**src/hdl/acq_ram.sv**
```systemverilog
`default_nettype none
module acq_ram #(
	parameter int WIDTH = 32,
	parameter int DEPTH = 16,
	localparam int AW = $clog2(DEPTH)
) (
	input  wire logic             clk,
	input  wire logic             we,
	input  wire logic [AW-1:0]    waddr,
	input  wire logic [WIDTH-1:0] wdata,
	input  wire logic             re,
	input  wire logic [AW-1:0]    raddr,
	output logic      [WIDTH-1:0] rdata
);

	logic [WIDTH-1:0] mem [DEPTH];

	always_ff @(posedge clk) begin
		if (we) begin
			mem[waddr] <= wdata;
		end
		// read data holds until the next read
		if (re) begin
			rdata <= mem[raddr];
		end
	end

endmodule
`default_nettype wire

```
**config.mk**
```make
export PLATFORM = sky130hd
export DESIGN_NAME = acq_ram
export DESIGN_NICKNAME = d
export VERILOG_FILES = /design/src/hdl/acq_ram.sv
export SDC_FILE = /design/constraint.sdc
export NUM_CORES = 1
export LEC_CHECK = 0
export ABC_CLOCK_PERIOD_IN_PS = 8200
export BUFFER_PORTS_ARGS = -buffer_cell sky130_fd_sc_hd__buf_4
export CORE_MARGIN = 4
export CORE_UTILIZATION = 58
export DETAILED_ROUTE_END_ITERATION = 10
export PLACE_DENSITY = 0.81
export SYNTH_ARGS = -nofsm -noshare
export SYNTH_HDL_FRONTEND = slang
export SYNTH_SLANG_ARGS = --single-unit
```
**constraint.sdc**
```tcl
create_clock -name clk -period 8.2 [get_ports clk]
set_input_delay 0 -clock clk [delete_from_list [all_inputs] [get_ports clk]]
set_output_delay 0 -clock clk [all_outputs]
set_load 0.005 [all_outputs]
```
## Word level (Yosys, flattened, before mapping)

Memory sizes are Yosys's and may differ from the RTL's. A register that Yosys moved wholly into a read port is not among the register bits.
Cells that the tools add are included.

- Muxes and demuxes: 2

Operators by type and width:

| kind | count |
|---|---|
| 1-bit 2-to-1 mux | 2 |

- Flip-flop bits (word level): 0
- Memory bits (writable): 512
- Input port bits: 43
- Output and inout port bits: 32
- Word-level logic and storage cells: 3
- Memories kept: 1

Memory list:

| memory | words | width | read ports | clocked after Yosys merged registers in | write ports | RTL line | RTL |
|---|---|---|---|---|---|---|---|
| mem | 16 | 32 | 1 | 1 | 1 | 16 | `logic [WIDTH-1:0] mem [DEPTH];` |

## Logic depth before layout (Yosys ltp)

Gate-level depths: netlist (run 1).

- Word-level depth: 2
- Gate-level depth with buffers: 5
- Mapped depth without buffers: 3

## Least setup slack after synthesis (run 1)

No wires, ideal clock.

- Path type: input -> register
- Start point: in waddr[2]
- End point: mem mem[0][0] (enable)
- Library setup time: 0.461 ns
- Data arrival time: 2.718 ns
- Data required time: 7.739 ns
- Slack: 5.020 ns
- Cell stages on the path: 2
- Path buffers: 0
- Cells stage by stage: or3b_2 > nor3_1

RTL lines:

| what | RTL line | RTL |
|---|---|---|
| from (decl) | 9 | `input wire logic [AW-1:0] waddr,` |
| to (decl) | 16 |  |

No word-level cell before the write port.

==> results.toml, run 1 <==
[sta]
rsz0062_at_grt = "false"
layout_min_cycle_time_ns = 2.68
relSlewSlack = 0.263
fin_hold_ws_ns = 0.0331
fin_crit_sh = 0.327
max_freq_mhz = 373
skew_ns = 0.0123
finalSetupTns_ns = 0
fin_ws_ns = 5.52
worst_slew_pin_slew_ns = 1.11
setup_viol = 0
finalMaxSlewViolations = 0
hold_violations = 0

[synthesis]
ys_seq_area_frac = 0.810
synth-xor-area-share = 0
synth.most_common_cell = "edfxtp_1"
synthSimpleGateAreaFrac = 0.0125
synth_edf_count = 544
synth_mux_area_frac = 0.143
post-synth-top-area-cell = "edfxtp_1"
post-synth-top-area-fraction = 0.810
syn_area_um2 = 20200
avgSynthCellArea_um2 = 24.1
synth_top_family_by_area = "multiplexers"
synth_common_cells = "edfxtp_1 (544), mux4_2 (128), a22oi_1 (64), nand2_1 (33), clkbuf_1 (17)"
syn-instance-count = 838
yosysUniqueCellTypes = 17
synth.area.top_cells = "edfxtp_1 (81%), mux4_2 (14%), a22oi_1 (2.4%)"
synthAdderAreaFrac = 0
synth_ff_type = "edfxtp_1"
ys_seq_elements = 544
synthArstFlopShare = 0
syn-num-nets = 881
ys_warn_count = 0
synth_compound_area_frac = 0.0238

[floorplan]
die_w_um = 195
row_count = 68
coreArea_um2 = 34500
die_y_um = 195
num_io_pins = 75
initial_core_util = 0.585
dieArea_um2 = 37800

[worst_setup_path]
cp_slowest_cell = "buf_4"
path_max_fanout = 61
crit_top_cell = "buf_4"
cp.required_ns = 8.50
arrival_ns = 2.98
start_kind = "primary input"
crit_path_end_kind = "flip-flop"
crit_chain = "clkbuf_8 -> buf_4 -> buf_4 -> mux4_2 -> a22oi_1 -> nand2_1"
critPathMaxStageDelay_ns = 0.75
worstSetupPathType = "in -> reg"

[clock_network]
clock-sinks = 544
cts_tree = "built"
post-cts-setup-buffers = 0
root_buffer = "clkbuf_16"
cts_buffer_depth = 3
cts_made_buffers = 50
ctsResizeCount = 0
path_clk_slew_ns = 0.06
cts_hold_repair.buffers = 34
cts_max_level = 2
worstSkewPairLatency_ns = 0.56

[routing]
ant_nets = 0
drt_iter0_markers = 1388
vias = 9449
remaining_drc_errors = 0
drtPass1Iterations = 5
drt-wirelength-per-cell_um = 30.6
viasPerCell = 6.45
routed_wl_um = 44800

[placement]
finalWeightedCongestion = 0.705
portBuffers = 74
post-place-ws_ns = 4.88
place_inst = 1346
place_area_um2 = 21400
place_hpwl_um = 20500

[grt]
grt_max_degree = 76
grt_usage = 0.239
grt_pass1_vias = 10100
antenna_found_initial = 0
grt.overflow.total = 0
grt_pass1_wl_um = 66200

[final_layout]
layout-drive-gt1-share = 0.309
fillCellCount = 2013
fin_area_um2 = 23200
stdcell_count = 1464
nNetsFinal = 1020
n_antenna_cell = 0
syn2layout_area_growth_pct = 15.2
final_util = 0.674

[min_path]
hold_class = "in -> reg"

[power]
p_per_area_nw_per_um2 = 242
p_leak_nw = 7.45
peakVddDrop_mv = 0.162
p_total_mw = 5.62

[job]
cap_violations = 0

[run_status]
outcome = "finished clean"
-- registers in the layout, summed over array words and instances, names as in the netlist --
register and flops:
mem 512, rdata 32
-- kinds of logic after synthesis --
kind of cell,Yosys count
flip-flops,544
multiplexers,128
AO/OA/AOI/OAI,64
AND/OR/NAND/NOR,59
buffers and inverters,43
-- where the power goes --
group	total (mW)	internal (mW)	switching [mW]	leakage, nW
Combinational	0.290	0.129	0.162	1.75
Sequential	3.15	3.13	0.0219	4.94
Clock	2.18	1.23	0.950	0.752
Total	5.62	4.49	1.13	7.45
-- final cells by class --
cell class / instances / area [um^2] / area share
sequential: 544 / 16300 / 0.703
multi-input combinational: 251 / 3750 / 0.161
clock buffer: 62 / 1360 / 0.0585
timing repair buffer: 130 / 1070 / 0.0459
tap: 455 / 569 / 0.0245
clock inverter: 22 / 154 / 0.00662
-- final timing paths --
kind	startpoint	endpoint	slack, ns	cells past startpoint
worst max-delay path	raddr[0]	rdata[27]$_DFFE_PP_	5.52	6
worst min-delay path	re	rdata[4]$_DFFE_PP_	0.03	1
worst max register to register	mem[2][3]$_DFFE_PP_	rdata[3]$_DFFE_PP_	6.65	3
worst min register to register	mem[14][9]$_DFFE_PP_	rdata[9]$_DFFE_PP_	0.74	3
-- critical path: cells and delay by family --
kind                   cells  cell delay [ns]
buffers and inverters      3             2.00
AOI/OAI and AO/OA          1             0.21
and+or+nand+nor            1             0.09
muxes                      1             0.62
-- cells in the final DEF (no fill, tap or decap) --
| cell | instances |
|---|---|
| nor3_2 | 4 |
| inv_6 | 1 |
| bufinv_16 | 2 |
| edfxtp_1 | 544 |
| nand2b_1 | 2 |
| a22oi_1 | 64 |
| or3b_2 | 1 |
| clkbuf_8 | 1 |
| nor2_4 | 13 |
| clkbuf_16 | 53 |
| buf_4 | 95 |
| and2_2 | 1 |
| nor2b_4 | 2 |
| clkbuf_1 | 9 |
| nand2_1 | 33 |
| nand3b_1 | 2 |
| clkinv_1 | 8 |
| clkinv_2 | 11 |
| dlygate4sd3_1 | 34 |
| nand3_1 | 1 |
| mux4_2 | 128 |
-- metal layers --
layer	GRT usage	vias up	wire length, um
met4	0.0826	0	1630
met1	0.311	4869	15400
met2	0.405	587	23300
met3	0.0539	121	4400
met5	0	-	0
li1	-	3872	-
No activity file was read; power rests on OpenSTA's default activity.
==> inputs of run 2 (changes only) <==
--- a/config.mk
+++ b/config.mk
@@ -5,7 +5,7 @@
 export SDC_FILE = /design/constraint.sdc
 export NUM_CORES = 1
 export LEC_CHECK = 0
-export ABC_CLOCK_PERIOD_IN_PS = 8200
+export ABC_CLOCK_PERIOD_IN_PS = 2700
 export BUFFER_PORTS_ARGS = -buffer_cell sky130_fd_sc_hd__buf_4
 export CORE_MARGIN = 4
 export CORE_UTILIZATION = 58
==> constraint.sdc (replaced) <==
create_clock -name clk -period 2.7 [get_ports clk]
set_input_delay 0 -clock clk [delete_from_list [all_inputs] [get_ports clk]]
set_output_delay 0 -clock clk [all_outputs]
set_load 0.005 [all_outputs]
==> results.toml, run 2 (synthesis results as in run 1) <==
[placement]
finalWeightedCongestion = 0.738
portBuffers = 74
place_inst = 1354
place_hpwl_um = 22000
place_area_um2 = 21700

[power]
clkPwrFrac = 0.395
p_leak_nw = 7.58
combPwrFrac = 0.053
p_sw_mw = 3.50
peakVddDrop_mv = 0.543
sw_frac_of_total = 0.201
p_int_mw = 13.9
seqPwrFrac = 0.552
p_per_area_nw_per_um2 = 736

[routing]
drt-wirelength-per-cell_um = 29.8
vias = 9571
routed_wl_um = 44200
viasPerCell = 6.47
ant_nets = 0
remaining_drc_errors = 0
drtPass1Iterations = 5
drt_iter0_markers = 1091

[clock_network]
worstSkewPairLatency_ns = 0.56
cts_tree = "built"
cts_hold_repair.buffers = 34
cts_max_level = 2
post-cts-setup-buffers = 0
root_buffer = "clkbuf_16"
path_clk_slew_ns = 0.06
clock-sinks = 544
ctsResizeCount = 0
cts_buffer_depth = 3
cts_made_buffers = 51

[final_layout]
multi_input_area_um2 = 3770
top_register = "mem"
syn2layout_area_growth_pct = 16.9
stdcell_count = 1480
layout_commonest_cell = "edfxtp_1"
layout-drive-gt1-share = 0.313
final_cell_mix = "edfxtp_1 (544), mux4_2 (128), buf_4 (88)"
regArea_um2 = 16300
fillCellCount = 2040
final_util = 0.684
reg_top3 = "mem: 512 flops, rdata: 32 flops"
nNetsFinal = 1029
fin_area_um2 = 23600
largest_reg_flops = 512

[worst_setup_path]
worstSetupPathType = "in -> reg"
cp.required_ns = 2.94
arrival_ns = 1.89
crit_path_end_kind = "flip-flop"
reg2reg_slack_ns = 1.17
start_kind = "primary input"
path_max_fanout = 21

[grt]
grt_max_degree = 45
grt_pass1_wl_um = 65800
antenna_found_initial = 2
grt_pass1_vias = 10100
grt.overflow.total = 0
grt_usage = 0.235

[floorplan]
die_w_um = 195
num_io_pins = 75
coreArea_um2 = 34500
die_y_um = 195
row_count = 68
initial_core_util = 0.585
dieArea_um2 = 37800

[sta]
worst_slew_pin_slew_ns = 1.11
relSlewSlack = 0.258
layout_min_cycle_time_ns = 1.65
hold_violations = 0
skew_ns = 0.0174
finalMaxSlewViolations = 0
rsz0062_at_grt = "false"
max_freq_mhz = 605
setup_viol = 0
fin_crit_sh = 0.612
finalSetupTns_ns = 0

[min_path]
hold_class = "in -> reg"

[job]
cap_violations = 0

[run_status]
outcome = "finished clean"
## run 2: path summary, 6_finish.rpt
check | startpoint | end | cells after the start
max | waddr[1] | mem[9][7]$_DFFE_PP_ | 5
min | re | rdata[0]$_DFFE_PP_ | 1
max reg2reg | mem[2][17]$_DFFE_PP_ | rdata[17]$_DFFE_PP_ | 3
min reg2reg | mem[14][16]$_DFFE_PP_ | rdata[16]$_DFFE_PP_ | 3
## run 2: power groups by stage
stage	combinational (mW)	clock [mW]	sequential (mW)
5_1_grt	0.981	7.33	9.59
2_1_floorplan	0.455	0	9.74
3_5_place_dp	0.865	0	9.75
6_report	0.911	6.86	9.58
4_1_cts	0.920	6.95	9.58
3_3_place_gp	0.839	0	9.74
## run 2: metrics by stage
| step | setup WS [ns] | hold WS (ns) | power, mW |
|---|---|---|---|
| floorplan | 0.392 | 0.0989 | 10.2 |
| global placement | 0.826 | 0.291 | 10.6 |
| detailed placement | 0.800 | 0.301 | 10.6 |
| CTS | 1.05 | 0.00886 | 17.5 |
| global route | 1.02 | 0.0154 | 17.9 |
| finish | 1.05 | 0.0345 | 17.4 |
## run 2: layout make-up
type,instances,area share
multi-input combinational,251,0.160
clock buffer,60,0.0573
timing repair buffer,138,0.0558
clock inverter,31,0.0100
sequential,544,0.693
antenna,1,0.000106
tap,455,0.0241
## run 2: layer usage
metal	vias to the layer above	routed length, um	track usage
li1	3914	-	-
met1	5040	16200	0.323
met2	529	23200	0.399
met3	86	3590	0.0369
met4	2	1160	0.0695
met5	-	19	0
## run 2: worst max-delay path: stages
cell	delay, ns
dlygate4sd3_1	0.54
buf_4	0.18
nand2b_1	0.33
nor2_4	0.54
buf_12	0.29
