==> src/hdl/acq_pkg.sv <==
`default_nettype none
package acq_pkg;

	localparam int QUEUE_SLOTS  = 8;
	localparam int CHUNK_FRAMES = 48;

	// one spare slot in the ring holds the chunk being staged
	localparam int RING_SLOTS = QUEUE_SLOTS + 1;
	localparam int PTR_W      = $clog2(RING_SLOTS);
	localparam int HELD_W     = $clog2(QUEUE_SLOTS + 1);
	localparam int FCNT_W     = $clog2(CHUNK_FRAMES + 1);
	localparam int ADDR_W     = $clog2(RING_SLOTS * CHUNK_FRAMES);
	localparam int DEPTH      = RING_SLOTS * CHUNK_FRAMES;

	localparam int SAMPLE_W = 16;
	localparam int WORD_W   = 2 * SAMPLE_W;
	localparam int COUNT_W  = 6;
	localparam int STATUS_W = 2;

	localparam logic [STATUS_W-1:0] STAT_OK      = 2'd0;
	localparam logic [STATUS_W-1:0] STAT_DROP    = 2'd1;
	localparam logic [STATUS_W-1:0] STAT_INVALID = 2'd2;
	localparam logic [STATUS_W-1:0] STAT_EMPTY   = 2'd3;

	localparam logic FUNC_PUSH = 1'b0;
	localparam logic FUNC_POP  = 1'b1;

	typedef enum logic {
		ST_IDLE,
		ST_POP
	} st_t;

	typedef struct packed {
		logic [STATUS_W-1:0]        status;
		logic signed [SAMPLE_W-1:0] left;
		logic signed [SAMPLE_W-1:0] right;
		logic [COUNT_W-1:0]         count;
		logic                       last;
	} out_item_t;

	typedef struct packed {
		logic [COUNT_W-1:0] count;
		logic               last;
	} rd_meta_t;

	typedef struct packed {
		logic s1_free;
		logic s1_empty;
		logic out_free;
	} out_stat_t;

endpackage
`default_nettype wire

==> src/hdl/acq_out.sv <==
`default_nettype none
module acq_out (
	input  wire logic                      clk,
	input  wire logic                      arst_n,
	input  wire logic                      issue,
	input  wire acq_pkg::rd_meta_t         meta,
	input  wire logic [acq_pkg::WORD_W-1:0] rdata,
	input  wire logic                      imm_load,
	input  wire acq_pkg::out_item_t        imm_item,
	output acq_pkg::out_stat_t             ostat,
	output logic                           out_valid,
	input  wire logic                      out_ready,
	output acq_pkg::out_item_t             out_item
);
	import acq_pkg::*;

	logic      pend_s1_q;
	rd_meta_t  meta_s1;
	logic      out_valid_q;
	out_item_t out_item_q;

	logic out_free;
	logic move;

	assign out_free = !out_valid_q || out_ready;
	// read stage hands its beat over when the output register frees up
	assign move     = pend_s1_q && out_free;

	assign ostat.out_free = out_free;
	assign ostat.s1_free  = !pend_s1_q || move;
	assign ostat.s1_empty = !pend_s1_q;

	assign out_valid = out_valid_q;
	assign out_item  = out_item_q;

	always_ff @(posedge clk or negedge arst_n) begin
		if (!arst_n) begin
			pend_s1_q   <= 1'b0;
			out_valid_q <= 1'b0;
		end else begin
			if (issue) begin
				pend_s1_q <= 1'b1;
			end else if (move) begin
				pend_s1_q <= 1'b0;
			end
			if (move || imm_load) begin
				out_valid_q <= 1'b1;
			end else if (out_ready) begin
				out_valid_q <= 1'b0;
			end
		end
	end

	always_ff @(posedge clk) begin
		if (issue) begin
			meta_s1 <= meta;
		end
		if (move) begin
			out_item_q.status <= STAT_OK;
			out_item_q.left   <= rdata[WORD_W-1:SAMPLE_W];
			out_item_q.right  <= rdata[SAMPLE_W-1:0];
			out_item_q.count  <= meta_s1.count;
			out_item_q.last   <= meta_s1.last;
		end else if (imm_load) begin
			out_item_q <= imm_item;
		end
	end

`ifndef SYNTHESIS
	a_imm_slot_free: assert property (@(posedge clk) disable iff (!arst_n)
		imm_load |-> (!pend_s1_q && out_free))
		else $error("immediate result collides with a frame beat");
	a_issue_room: assert property (@(posedge clk) disable iff (!arst_n)
		issue |-> (!pend_s1_q || move))
		else $error("read issued while read stage still holds a beat");
	a_out_hold: assert property (@(posedge clk) disable iff (!arst_n)
		(out_valid_q && !out_ready) |=> (out_valid_q && $stable(out_item_q)))
		else $error("waiting output beat changed");
`endif

endmodule
`default_nettype wire

==> config.mk <==
export PLATFORM = sky130hd
export DESIGN_NAME = acq_out
export DESIGN_NICKNAME = d
export VERILOG_FILES = /design/src/hdl/acq_pkg.sv /design/src/hdl/acq_out.sv
export SDC_FILE = /design/constraint.sdc
export NUM_CORES = 1
export LEC_CHECK = 0
export ABC_CLOCK_PERIOD_IN_PS = 2500
export BUFFER_PORTS_ARGS = -buffer_cell sky130_fd_sc_hd__buf_2
export CAP_MARGIN = 20
export CORE_MARGIN = 5
export CORE_UTILIZATION = 45
export CTS_BUF_LIST = sky130_fd_sc_hd__clkbuf_4 sky130_fd_sc_hd__clkbuf_8
export CTS_CLUSTER_DIAMETER = 50
export DETAILED_ROUTE_END_ITERATION = 16
export PLACE_DENSITY = 0.84
export SLEW_MARGIN = 10
export SYNTH_ARGS = -nofsm -noshare
export SYNTH_HDL_FRONTEND = slang
export SYNTH_SLANG_ARGS = --single-unit
==> constraint.sdc <==
create_clock -name clk -period 2.5 [get_ports clk]
set_input_delay 0.125 -clock clk [delete_from_list [all_inputs] [get_ports clk]]
set_output_delay 0.125 -clock clk [all_outputs]
set_load 0.01 [all_outputs]
* Yosys cells after proc, flatten, opt, wreduce, memory -nomap -nowiden
Index checks and enable logic that the tools add are counted.
Storage, ports and cells: register bits after elaboration 50, input bits 85
Cells by class: multiplexer cells 6, reduce and logical (&&, ||, !) cells 9
Operator list (count):
- two-way mux 39 bit | 2
- nonzero test 2 bit | 3
- two-way mux 1 bit | 4
- logical OR 1 bit | 3
- logical NOT 1 bit | 2
- logical AND 1 bit | 1

* Depth between registers and ports, before layout
Gate-level depths: netlist of the first run.
depth in word-level cells 5, depth in mapped cells 5

* Worst setup path after synthesis of the first run
No wires, ideal clock.
path type register -> register, from register out_valid_q, in the netlist out_valid, to register out_item_q (netlist bit out_item[0]) (enable), data arrival time 1750 ps, required time 2098 ps, setup slack 348 ps, stages on the path, launching flop included 6, path buffers 1, period minus slack after synthesis 2152 ps, cell sequence dfrtp_1 nor2b_4 inv_4 nand2_4 buf_6 nand2b_1
Between the ends: longest elaborated chain between the ends 4
RTL lines:
- start, declared | line acq_out.sv:19 | logic out_valid_q;
- start signal, assigned | line acq_out.sv:39 | out_valid_q <= 1'b0;
- start signal, assigned | line acq_out.sv:47 | out_valid_q <= 1'b1;
- start signal, assigned | line acq_out.sv:49 | out_valid_q <= 1'b0;
- logical NOT 1 bit | line acq_out.sv:25 | assign out_free = !out_valid_q || out_ready;
- logical OR 1 bit | line acq_out.sv:25
- net out_free | line acq_out.sv:22 | logic out_free;
- logical AND 1 bit | line acq_out.sv:27 | assign move = pend_s1_q && out_free;
- nonzero test 2 bit (no line)
- end signal, assigned | line acq_out.sv:65 | out_item_q <= imm_item;
- end, declared | line acq_out.sv:20 | out_item_t out_item_q;
The timed path passes the listed nets, and every way through them passes these cells. A chain may end at the register's enable or synchronous reset.

* Worst setup path in the final report of the first run
from register out_valid_q, in the netlist out_valid, to register out_item_q (netlist bit out_item[28]), data pin
Between the ends: longest elaborated chain between the ends 4
RTL lines:
- logical NOT 1 bit | line acq_out.sv:25
- logical OR 1 bit | line acq_out.sv:25
- logical AND 1 bit | line acq_out.sv:27
- two-way mux 39 bit | line acq_out.sv:58 | if (move) begin
Every way passes these cells.

==> results of run 1 <==
==> worst reg2reg max path: cells and delay by family, from the launching register on <==
kind / cells / cell delay (ns)
and+or+nand+nor: 2 / 0.53
buffers and inverters: 2 / 0.46
muxes: 1 / 0.34
DFF: 1 / 0.35
==> cell usage in the layout, fill, tap and decap left out <==
cell type / netlist / layout
a21oi_1: 2 / 2
buf_12: 0 / 1
buf_2: 0 / 129
buf_4: 1 / 1
bufinv_16: 0 / 1
clkbuf_4: 0 / 2
clkbuf_8: 0 / 5
dfrtp_1: 2 / 2
dfxtp_1: 2 / 2
dlygate4sd3_1: 0 / 8
edfxtp_1: 46 / 46
inv_1: 1 / 1
inv_4: 1 / 1
mux2_4: 39 / 39
mux2i_1: 2 / 2
nand2_1: 1 / 1
nand2_4: 1 / 1
nand2b_1: 2 / 1
nand2b_2: 0 / 1
nor2b_4: 1 / 1
or3_1: 1 / 1
==> final cells by class <==
class | instances | area, um2 | area share, %
clock inverters | 1 | 30.0 | 0.969
inverters | 2 | 10.0 | 0.323
clock buffers | 7 | 83.8 | 2.71
flip-flops and latches | 50 | 1470 | 47.5
multi-input cells | 49 | 666 | 21.5
well taps | 67 | 83.8 | 2.71
repair buffers | 139 | 753 | 24.3
==> registers in the layout (all words and copies together), names as in the netlist <==
name and count:
out_valid 1, out_item 41, meta_s1 7, pend_s1_q 1
==> synthesized netlist by cell type, drive strengths merged <==
library cell  number
a21oi              2
or3                1
edfxtp            46
dfrtp              2
nand2b             2
buf                5
nand2              2
dfxtp              2
nor2b              1
inv                2
mux2              39
mux2i              2
==> power by group through the flow <==
stage               clock network (mW)  logic, mW  registers [mW]
global route                     0.625      0.403            1.04
finish                           0.571      0.376            1.03
global placement                     0      0.360            1.05
detailed placement                   0      0.371            1.05
CTS                              0.586      0.378            1.03
floorplan                            0      0.168            1.10
==> stage by stage <==
step | area (um2) | total power, mW
2_1_floorplan | 2200 | 1.26
3_3_place_gp | 2900 | 1.41
3_5_place_dp | 2900 | 1.42
4_1_cts | 3080 | 2.00
5_1_grt | 3100 | 2.07
6_report | 3100 | 1.98
==> routing by layer <==
metal	vias up	global-route usage, %	wire length (um)
met2	72	28.5	2930
met4	0	6.59	81
li1	682	-	-
met3	7	6.21	496
met1	650	16.1	1720
met5	-	0	0
==> kinds of logic (layout without fill, tap and decap cells) <==
| group | Yosys count | in the layout |
|---|---|---|
| and+or+nand+nor | 6 | 6 |
| AOI/OAI and AO/OA | 2 | 2 |
| buffers and inverters | 7 | 149 |
| DFF | 50 | 50 |
| muxes | 41 | 41 |
==> how the worst min path moves through the flow <==
stage	cells after the start	endpoint	start	slack [ns]
after floorplan	0	out_valid	arst_n	-0.17
after global placement	1	out_valid	arst_n	-0.09
after detailed placement	1	out_valid	arst_n	-0.08
after CTS	1	meta_s1[6]	meta[6]	0.003
after global routing	3	out_item[40]	imm_item[40]	0.09
final	3	out_item[40]	imm_item[40]	0.09
==> run summary, run 1 <==
fmax: 520 MHz
Area growth syn-to-layout: 41.0%
Cell Area, Synth: 2200 um2
cts bufs inserted: 5
YS warnings: 0
Fin Hold WS: 0.0929 ns
Iter 0 DRT Violations: 52
via count: 1411
hold crit path type: in -> reg
GRT Overall Usage: 15.8%
switching part of the total power: 22.0%
syn avg cell area: 20.7 um2
clock share of power: 28.8%
Worst Setup SP: out_valid
Bufs on Longest Clock Path: 2
WL/cell: 16.6 um
Seq/Total Area, Yosys: 67.0%
Top delay family on crit path: simple AND/OR/NAND/NOR gates
RSZ-0062 raised after global routing: false
Rel. slew slack: 70.4%
Max VDD drop: 0.364 mV
Critical Path End: out_item[28]
Flop pwr share: 52.2%
status: finished clean
Synth cell types: 15
CP max-delay cell: buf_4
post-route setup slack: 0.576 ns
antenna violations before repair: 0
routability cong.: 0.732
post-CTS resize count: 0
Overflow after GRT: 0
CTS root buf: clkbuf_8
Worst path max stage delay: 0.40 ns
CP startpoint kind: flop
H-tree depth: 2
Final Setup Violations: 0
number of diodes: 0
Net Count, Synth: 191
setup_tns: 0 ns
IO buf count: 129
Fin Clk Skew: 0.00577 ns
share of layout cells above drive strength 1: 73.4%
core box area: 4720 um2
CP Buf/Inv Count: 2
Ports: 130
mux cell area share after synthesis: 27.6%
area leader, netlist: edfxtp_1
number of global-route vias before repair: 1579
nets: 332
worst-path fanout max: 24
hold-fix buffer count after cts: 6
Crit path required time: 2.55 ns
fill count: 343
clock tree sinks: 50
Clock transition at path regs: 0.09 ns
Comb pwr share: 19.0%
antenna-violating nets left: 0
Yosys top cell area share: 62.9%
XOR/XNOR Fraction of Synth Area: 0%
post-synthesis simple-gate area fraction: 2.16%
pwr dens: 640 nW/um2
final non-filler cell total: 315
Die H: 79.9 um
reg2reg path depth: 5
critical path type: reg -> reg
Slew @ Worst Pin: 0.444 ns
Worst R2R End: out_item[28]
Seq cells post-synth: 50
largest family of logic cells by synthesized area: multiplexers
global-route wire length before repair: 7.40 mm
MaxCap Viol Count: 0
worst slack, placed: 0.568 ns
DRC viols: 0
DP Cell Count: 299
post-CTS setup buffers: 0
Horiz. Die Dim: 79.9 um
Initial Util: 46.5%
final WL: 5.23 mm
Crit path arrival time: 1.98 ns
Area contributors post-synth: edfxtp_1, mux2_4, dfrtp_1, buf_6, dfxtp_1
row count: 25
Final period util: 76.9%
Setup crit end kind: flop
DRT Pass-1 Iters: 3
die area: 6380 um2
Synth Area in Adders: 0%
FF-to-FF Start: out_valid
Tmin final: 1.92 ns
Skew-Pair Late Insertion Delay: 0.29 ns
Post-Syn Instances: 106
Vias/cell: 4.48
Static Leak: 1.50 nW
CTS tree: yes
NetSw: 0.436 mW
Finished Core Util: 65.6%
Final Hold Viols: 0
WP depth: 5
largest net degree at the start of global routing: 25
flop2flop setup slack: 0.58 ns
Synth Area in Compound Gates: 0.456%
pins over their slew limit: 0
cells along the critical path: nor2b_4 -> inv_4 -> nand2_4 -> buf_4 -> mux2_4
Internal: 1.54 mW
(Power assumes the default switching activity.)
==> inputs of run 2 (changes only) <==
--- a/config.mk
+++ b/config.mk
@@ -5,15 +5,15 @@
 export SDC_FILE = /design/constraint.sdc
 export NUM_CORES = 1
 export LEC_CHECK = 0
-export ABC_CLOCK_PERIOD_IN_PS = 2500
+export ABC_CLOCK_PERIOD_IN_PS = 1700
 export BUFFER_PORTS_ARGS = -buffer_cell sky130_fd_sc_hd__buf_2
 export CAP_MARGIN = 20
 export CORE_MARGIN = 5
-export CORE_UTILIZATION = 45
+export CORE_UTILIZATION = 40
 export CTS_BUF_LIST = sky130_fd_sc_hd__clkbuf_4 sky130_fd_sc_hd__clkbuf_8
 export CTS_CLUSTER_DIAMETER = 50
 export DETAILED_ROUTE_END_ITERATION = 16
-export PLACE_DENSITY = 0.84
+export PLACE_DENSITY = 0.8
 export SLEW_MARGIN = 10
 export SYNTH_ARGS = -nofsm -noshare
 export SYNTH_HDL_FRONTEND = slang
==> constraint.sdc (replaced) <==
create_clock -name clk -period 1.7 [get_ports clk]
set_input_delay 0.085 -clock clk [delete_from_list [all_inputs] [get_ports clk]]
set_output_delay 0.085 -clock clk [all_outputs]
set_load 0.01 [all_outputs]
==> run 2 against run 1 <==
  * Critical endpoint is now out_item[19]
  * Highest routed layer unchanged
  * Design area rose by 1.4%
  * Largest power group unchanged
  * Combinational power increased by 49%
  * Global-route usage decreased by 1.9 points
  * Total power up 46%
==> run summary, run 2 (same netlist as run 1, synthesis figures left out) <==
flop2flop setup slack: 0.24 ns
worst-path fanout max: 39
Clock transition at path regs: 0.09 ns
H-tree depth: 2
final WL: 4.82 mm
routability cong.: 0.768
Static Leak: 1.51 nW
most common cell after layout, fill and taps aside: buf_2
Tmin final: 1.46 ns
Die H: 84.1 um
post-route setup slack: 0.237 ns
critical path type: reg -> reg
Largest register FFs: 41
Vias/cell: 4.46
HPWL after detailed placement: 3.90 mm
largest net degree at the start of global routing: 40
DRT Pass-1 Iters: 6
Final Setup Violations: 0
switching part of the total power: 22.3%
die area: 7080 um2
hold path cells: 3
Bufs on Longest Clock Path: 2
Area growth syn-to-layout: 43.0%
NetSw: 0.645 mW
Slew @ Worst Pin: 0.243 ns
global-route wire length before repair: 7.73 mm
core box area: 5410 um2
number of diodes: 0
Finished Core Util: 58.1%
DRC viols: 0
post-CTS resize count: 0
most frequent CP cell: buf_12
CTS root buf: clkbuf_8
via count: 1433
status: finished clean
Overflow after GRT: 0
pins over their slew limit: 0
WL/cell: 15.0 um
CP max-delay cell: dfrtp_1
setup_tns: 0 ns
share of layout cells above drive strength 1: 73.5%
Horiz. Die Dim: 84.1 um
nets: 333
number of global-route vias before repair: 1583
Final period util: 86.1%
Max VDD drop: 0.598 mV
Ports: 130
Fin Hold WS: 0.0653 ns
worst slack, placed: 0.237 ns
Crit path required time: 1.69 ns
clock tree sinks: 50
RSZ-0062 raised after global routing: false
Power Total: 2.90 mW
Rel. slew slack: 83.8%
IO buf count: 129
Iter 0 DRT Violations: 37
post-CTS setup buffers: 0
row count: 27
CP startpoint kind: flop
reg2reg path depth: 6
antenna violations before repair: 0
Flop pwr share: 52.6%
most frequent cells in the layout: buf_2, edfxtp_1, mux2_4
Crit path arrival time: 1.45 ns
pwr dens: 922 nW/um2
Initial Util: 40.6%
CTS tree: yes
cts bufs inserted: 5
Skew-Pair Late Insertion Delay: 0.29 ns
cells along the critical path: nor2b_4 -> inv_4 -> nand2_4 -> buf_12 -> nand2b_4 -> buf_12
Worst path max stage delay: 0.38 ns
Final Hold Viols: 0
GRT Overall Usage: 13.9%
Comb pwr share: 19.3%
hold crit path type: in -> reg
antenna-violating nets left: 0
fmax: 683 MHz
clock share of power: 28.1%
Setup crit end kind: flop
Internal: 2.25 mW
MaxCap Viol Count: 0
Fin Clk Skew: 0.00514 ns
[run 2: changes by cell type in the layout (fill, tap and decap cells not counted), sizes merged]
| cell | previous run | this run |
|---|---|---|
| clkbuf | 7 | 5 |
| clkinvlp | 0 | 2 |
| buf | 131 | 132 |
[run 2: metrics by stage]
stage / instance area, um2 / instances
floorplan: 2200 / 106
global placement: 2950 / 305
detailed placement: 2950 / 305
CTS: 3140 / 321
global route: 3140 / 321
finish: 3140 / 321
[run 2: area by class of cell]
| cell class | instances | area, um2 |
|---|---|---|
| sequential | 50 | 1470 |
| inverter | 2 | 10.0 |
| tap | 72 | 90.1 |
| clock inverter | 3 | 45.0 |
| fill | 470 | 2260 |
| timing repair buffer | 140 | 786 |
| multi-input combinational | 49 | 671 |
| clock buffer | 5 | 68.8 |
[run 2: routing by layer]
layer / GRT usage [%] / routed length [um] / up-vias
met4: 4.09 / 89 / 0
met2: 26.7 / 2790 / 67
li1: - / - / 686
met3: 4.64 / 371 / 8
met5: 0 / 0 / -
met1: 14.0 / 1580 / 672
[run 2: critical path, delay by kind of cell (launching register included)]
| kind | cells | cell delay [ns] |
|---|---|---|
| DFF | 1 | 0.38 |
| buffers and inverters | 3 | 0.47 |
| and+or+nand+nor | 3 | 0.29 |
[run 2: timing repair]
action	4_1_cts	5_1_grt
endpoints found under the setup margin	0	0
hold buffers	8	0
hold endpoints to repair	9	0
[run 2: power by group through the flow]
stage / clock (mW) / combinational [mW] / sequential [mW]
6_report: 0.814 / 0.559 / 1.52
4_1_cts: 0.841 / 0.569 / 1.53
3_5_place_dp: 0 / 0.555 / 1.55
3_3_place_gp: 0 / 0.543 / 1.55
5_1_grt: 0.883 / 0.601 / 1.54
2_1_floorplan: 0 / 0.250 / 1.61
[run 2: final timing paths]
kind,from,end
hold / removal,imm_item[40],out_item[40]
hold reg to reg,out_item[40],out_item[40]
setup reg to reg,out_valid,out_item[19]
max in group asynchronous,arst_n,out_valid
setup / recovery,out_valid,out_item[19]
min in group asynchronous,arst_n,pend_s1_q
==> inputs of run 3 (changes only) <==
--- a/config.mk
+++ b/config.mk
@@ -13,7 +13,7 @@
 export CTS_BUF_LIST = sky130_fd_sc_hd__clkbuf_4 sky130_fd_sc_hd__clkbuf_8
 export CTS_CLUSTER_DIAMETER = 50
 export DETAILED_ROUTE_END_ITERATION = 16
-export PLACE_DENSITY = 0.8
+export PLACE_DENSITY_LB_ADDON = 0.05
 export SLEW_MARGIN = 10
 export SYNTH_ARGS = -nofsm -noshare
 export SYNTH_HDL_FRONTEND = slang
==> run 3 against run 2 <==
  * Utilization fell by 0.35 points
  * Register-to-register slack about the same
  * Global-route usage down 1.0 points
  * Worst setup slack worse by 0.012 ns
==> run summary, run 3 (same netlist as run 1, synthesis figures left out) <==
final non-filler cell total: 321
Area growth syn-to-layout: 42.1%
DRT Pass-1 Iters: 4
Skew-Pair Late Insertion Delay: 0.29 ns
post-route setup slack: 0.225 ns
HPWL after detailed placement: 3.77 mm
worst min-delay path endpoint: out_item[39]
clock share of power: 24.8%
fmax: 678 MHz
Max VDD drop: 0.490 mV
Clock transition at path regs: 0.09 ns
Horiz. Die Dim: 84.1 um
Fin Hold WS: 0.0639 ns
Crit path arrival time: 1.52 ns
flop2flop setup slack: 0.22 ns
clock tree sinks: 50
DP Cell Count: 305
hold-fix buffer count after cts: 8
worst slack, placed: 0.228 ns
area of the multi-input gates: 671 um2
Die H: 84.1 um
Initial Util: 40.6%
Internal: 2.14 mW
routability cong.: 0.809
Static Leak: 1.51 nW
global-route wire length before repair: 7.15 mm
via count: 1402
Final period util: 86.8%
pwr dens: 885 nW/um2
Bufs on Longest Clock Path: 2
Crit path required time: 1.74 ns
CP startpoint kind: flop
die area: 7080 um2
post-CTS resize count: 0
most common cell after layout, fill and taps aside: buf_2
critical path type: reg -> reg
MaxCap Viol Count: 0
Comb pwr share: 20.2%
Slew @ Worst Pin: 0.233 ns
fill count: 460
Final Setup Violations: 0
CTS root buf: clkbuf_8
final WL: 4.63 mm
Worst R2R End: out_item[18]
antenna-violating nets left: 0
RSZ-0062 raised after global routing: false
H-tree depth: 2
Ports: 130
GRT Overall Usage: 12.9%
Flop pwr share: 55.0%
Overflow after GRT: 0
Rel. slew slack: 84.5%
worst-path fanout max: 23
share of layout cells above drive strength 1: 73.5%
number of diodes: 0
antenna violations before repair: 0
Setup crit end kind: flop
DRC viols: 0
FF-to-FF Start: out_valid
core box area: 5410 um2
IO buf count: 129
number of global-route vias before repair: 1540
CTS tree: yes
switching part of the total power: 22.6%
reg2reg path depth: 5
status: finished clean
Vias/cell: 4.37
Worst Hold Launch: imm_item[39]
Final Hold Viols: 0
pins over their slew limit: 0
most frequent cells in the layout: buf_2, edfxtp_1, mux2_4
NetSw: 0.625 mW
hold crit path type: in -> reg
setup_tns: 0 ns
post-CTS setup buffers: 0
largest net degree at the start of global routing: 40
Fin Clk Skew: 0.00609 ns
Iter 0 DRT Violations: 9
Tmin final: 1.48 ns
WL/cell: 14.4 um
Largest register FFs: 41
register area: 1470 um2
nets: 333
hold path cells: 3
row count: 27
cts bufs inserted: 5
[run 3: cell type report]
class	count	share of cell area [%]
Sequential cell	50	47.1
Clock buffer	6	2.64
Multi-Input combinational cell	49	21.5
Tap cell	72	2.88
Timing Repair Buffer	140	25.2
Clock inverter	2	0.401
Inverter	2	0.321
[run 3: worst max-delay path, cell delays in order, from the launching register on]
cell and delay (ns):
dfrtp_1 0.36, nor2b_4 0.18, inv_4 0.06, nand2_4 0.09, buf_12 0.21, mux2_4 0.32
[run 3: layer usage]
layer	GRT usage [%]	vias up	wire, um
li1	-	685	-
met1	14.0	634	1640
met2	22.7	79	2400
met3	5.73	4	546
met4	3.65	0	40
met5	0	-	0
[run 3: worst max path at each step]
stage	start	end	slack, ns	cells past startpoint
floorplan	out_valid	out_item[0]	0.20	5
global placement	out_valid	out_item[15]	0.29	5
detailed placement	out_valid	out_item[20]	0.23	5
CTS	out_valid	out_item[18]	0.21	5
global route	out_valid	out_item[26]	0.17	5
finish	out_valid	out_item[18]	0.22	5
[run 3: power groups by stage]
stage                     clock network, mW  logic [mW]  registers, mW
after floorplan                           0       0.250           1.61
after CTS                             0.721       0.569           1.52
after detailed placement                  0       0.554           1.55
final                                 0.686       0.558           1.52
after global routing                  0.774       0.599           1.53
after global placement                    0       0.542           1.55
[run 3: stage by stage]
stage	power (mW)	utilization, %	area (um2)
6_report	2.76	57.8	3120
5_1_grt	2.91	57.8	3120
4_1_cts	2.81	57.8	3120
3_5_place_dp	2.11	54.5	2950
3_3_place_gp	2.09	54.5	2950
2_1_floorplan	1.86	-	2200
